### config.mk
export PLATFORM = sky130hd
export DESIGN_NAME = scmt_ram
export DESIGN_NICKNAME = d
export VERILOG_FILES = /design/src/hw/rtl/scmt_ram.sv
export SDC_FILE = /design/constraint.sdc
export NUM_CORES = 1
export LEC_CHECK = 0
export ABC_AREA = 1
export BUFFER_PORTS_ARGS = -buffer_cell sky130_fd_sc_hd__buf_2
export CORE_UTILIZATION = 40
export DETAILED_ROUTE_END_ITERATION = 10
export SLEW_MARGIN = 20
export SYNTH_ARGS = -nofsm -noshare
export SYNTH_HDL_FRONTEND = slang
export SYNTH_SLANG_ARGS = --single-unit
export TNS_END_PERCENT = 100
### constraint.sdc
create_clock -name i_clk -period 1.5 [get_ports i_clk]
set_input_delay 0.075 -clock i_clk [delete_from_list [all_inputs] [get_ports i_clk]]
set_output_delay 0.075 -clock i_clk [all_outputs]
set_load 0.05 [all_outputs]
### src/hw/rtl/scmt_ram.sv
// ----------------------------------------------------------------------------
// scmt_ram
// Generic single-write, single-read RAM with registered read data.
// ----------------------------------------------------------------------------
module scmt_ram #(
    parameter int WIDTH = 8,
    parameter int DEPTH = 32
) (
    input  logic                     i_clk,
    input  logic                     i_we,
    input  logic [$clog2(DEPTH)-1:0] i_waddr,
    input  logic [WIDTH-1:0]         i_wdata,
    input  logic [$clog2(DEPTH)-1:0] i_raddr,
    output logic [WIDTH-1:0]         o_rdata
);

    logic [WIDTH-1:0] r_mem [DEPTH];
    logic [WIDTH-1:0] r_rdata;

    always_ff @(posedge i_clk) begin
        if (i_we) begin
            r_mem[i_waddr] <= i_wdata;
        end
        r_rdata <= r_mem[i_raddr];
    end

    assign o_rdata = r_rdata;

endmodule

==> impl_metrics.yaml <==
setup_path:
  cpMaxStageDelayCell: "dfxtp_1"
  worstSetupPathType: "flop to primary output"
  crit_chain: "buf_2"
  cp_num_buf_inv: 1
  slowest_delay_ps: 400
  start_kind: "flop"
  worstPathRequired_ps: 1420
  path_delay_family: "flip-flops"
  worstPathArrival_ps: 1220
  endpoint_kind: "primary output"
  cp_max_fo: 1
sta:
  drv_slew: 0
  rsz0062_at_grt: "false"
  post-route-period-util: 0.865
  slew_headroom: 0.569
  finalHoldViolations: 0
  setup_tns_ps: 0
  skew_ps: 10.1
  setup_viol: 0
  fmax_mhz: 771
  fin_crit_ps: 1300
  worst_slew_pin_slew_ps: 646
floorplanning:
  placementRows: 59
  start_util: 0.410
  fp.dieH_um: 166
  die_w_um: 166
  core_area_sq_um: 26300
  die_area_sq_um: 27600
  io_pins: 28
yosys:
  syn_area_per_cell_sq_um: 11.7
  postSynth.asyncResetShare: 0
  netlist_area_sq_um: 10800
  synth_nets: 942
  synth_top_area_share: 0.713
  synth-main-ff-cell: "edfxtp_1"
  yosys.area.top_type: "edfxtp_1"
  yosys_warnings: 0
  synth-seq-cells: 264
  seq_area_frac_synth: 0.728
  synth.most_common_cell: "nand2_1"
  synthCells: 922
  ys_types: 12
  synth.area.top_cells: "edfxtp_1 (71%), nand2_1 (13%), nand3_1 (9.5%), buf_6 (2.5%), dfxtp_1 (1.5%)"
  netlist_top_cells_count: "nand2_1 (360), edfxtp_1 (256), nand3_1 (204)"
  synth_edf_count: 256
run:
  maxCapViolCount: 0
finish:
  antennaDiodeCount: 0
  drive_gt1_frac: 0.133
  num-fill-cells: 2387
  area_growth_pct: 16.1
  nets: 1016
global_routing:
  grt_overflow: 0
  grt_use_total: 0.186
  grt_max_degree: 59
  antenna_found_initial: 0
  grt_pass1_vias: 6867
  grt_pass1_wl_um: 39500
pwr:
  worst_ir_drop_vdd_v: 0.000916
  power_density_nw_per_um2: 1280
  leakagePower_uw: 0.00473
  total_power_uw: 16000
routing:
  via_per_inst: 5.11
  num_vias: 6897
  routedWlPerCell_um: 18.6
  routed_wl_um: 25100
  ant_nets: 0
  drc_errors: 1
  first_pass_iters: 8
  drt-initial-drc-count: 536
cts:
  cts.sinks: 264
  cts_buffers: 27
  cts_root_buf: "clkbuf_16"
  max-clock-path-buffers: 3
  cts_tree: "built"
  cts_max_level: 1
  clkTransAtPathRegs_ps: 70
  clock_latency_ps: 520
outcome:
  status: "finished with violations"
  violations: "design-rule violations"
placed_design:
  portBuffers: 27
  post-dp-hpwl_um: 15600
  gp_congestion: 0.843
hold_path:
  hp-class: "input port to flop"
-- power by group --
group	switching [uW]	leakage [uW]	internal, uW	total [uW]
logic	798	0.00191	333	1130
clock network	2670	0.000443	4010	6680
registers	37.8	0.00237	8200	8230
total	3510	0.00473	12500	16000
-- cells in the final DEF (no fill, tap or decap), drive strengths merged --
cell type and instances:
clkinv 10, dfxtp 8, inv 11, edfxtp 256, nor2 32, nand2 360, nand3 204, buf 92
clkbuf 35, bufinv 3, dlygate4sd3 5
-- tightest hold or removal path: cells and delay by family --
family	cells	cell delay (ps)
AND/OR/NAND/NOR	4	250
buffers and inverters	1	210
-- cells by family (layout without fill, tap and decap cells) --
group                  count (synthesis)  after routing  share of synthesized area
DFF                                  264            264                      0.728
and+or+nand+nor                      596            596                      0.231
buffers and inverters                 62            156                     0.0414
-- area by class of cell --
cell class,count,area (sq um),share of cell area
clock buffers,35,746,0.0596
clock inverters,14,148,0.0118
inverters,10,40.0,0.00320
multi-input cells,596,2490,0.199
flip-flops and latches,264,7850,0.627
well taps,335,419,0.0335
repair buffers,97,826,0.0660
-- routing by layer --
metal / GRT usage / up-vias / wire length (um)
met5: 0 / - / 0
met4: 0.0374 / 0 / 431
met2: 0.312 / 186 / 12100
met3: 0.0288 / 27 / 1380
li1: - / 3347 / -
met1: 0.258 / 3337 / 11200
-- stage by stage --
stage	std cells	cell area (sq um)	util	hold WS, ps	setup slack (ps)
finish	1351	12500	0.476	63.2	203
global route	1351	12500	0.476	111	182
CTS	1351	12500	0.476	35.6	191
detailed placement	1297	11600	0.440	421	141
global placement	1297	11600	0.440	426	135
floorplan	922	10800	-	174	391
-- what timing repair did --
action | 4_1_cts | 5_1_grt
resized for setup | 0 | 0
hold buffers | 5 | 0
setup buffers | 0 | 0
endpoints found under the hold margin | 51 | 0
-- registers in the layout (all words and copies together) (netlist names) --
name / flops
o_rdata: 8
r_mem: 256
-- path summary, 6_finish.rpt --
| path | from | end | slack [ps] | cells past startpoint |
|---|---|---|---|---|
| worst max-delay path | o_rdata[1] | o_rdata[1] | 200 | 1 |
| worst min-delay path | i_raddr[3] | o_rdata[1] | 60 | 5 |
| worst max register to register | r_mem[21][6] | o_rdata[6] | 330 | 8 |
| worst min register to register | r_mem[18][1] | o_rdata[1] | 780 | 8 |
(Power assumes the default switching activity.)
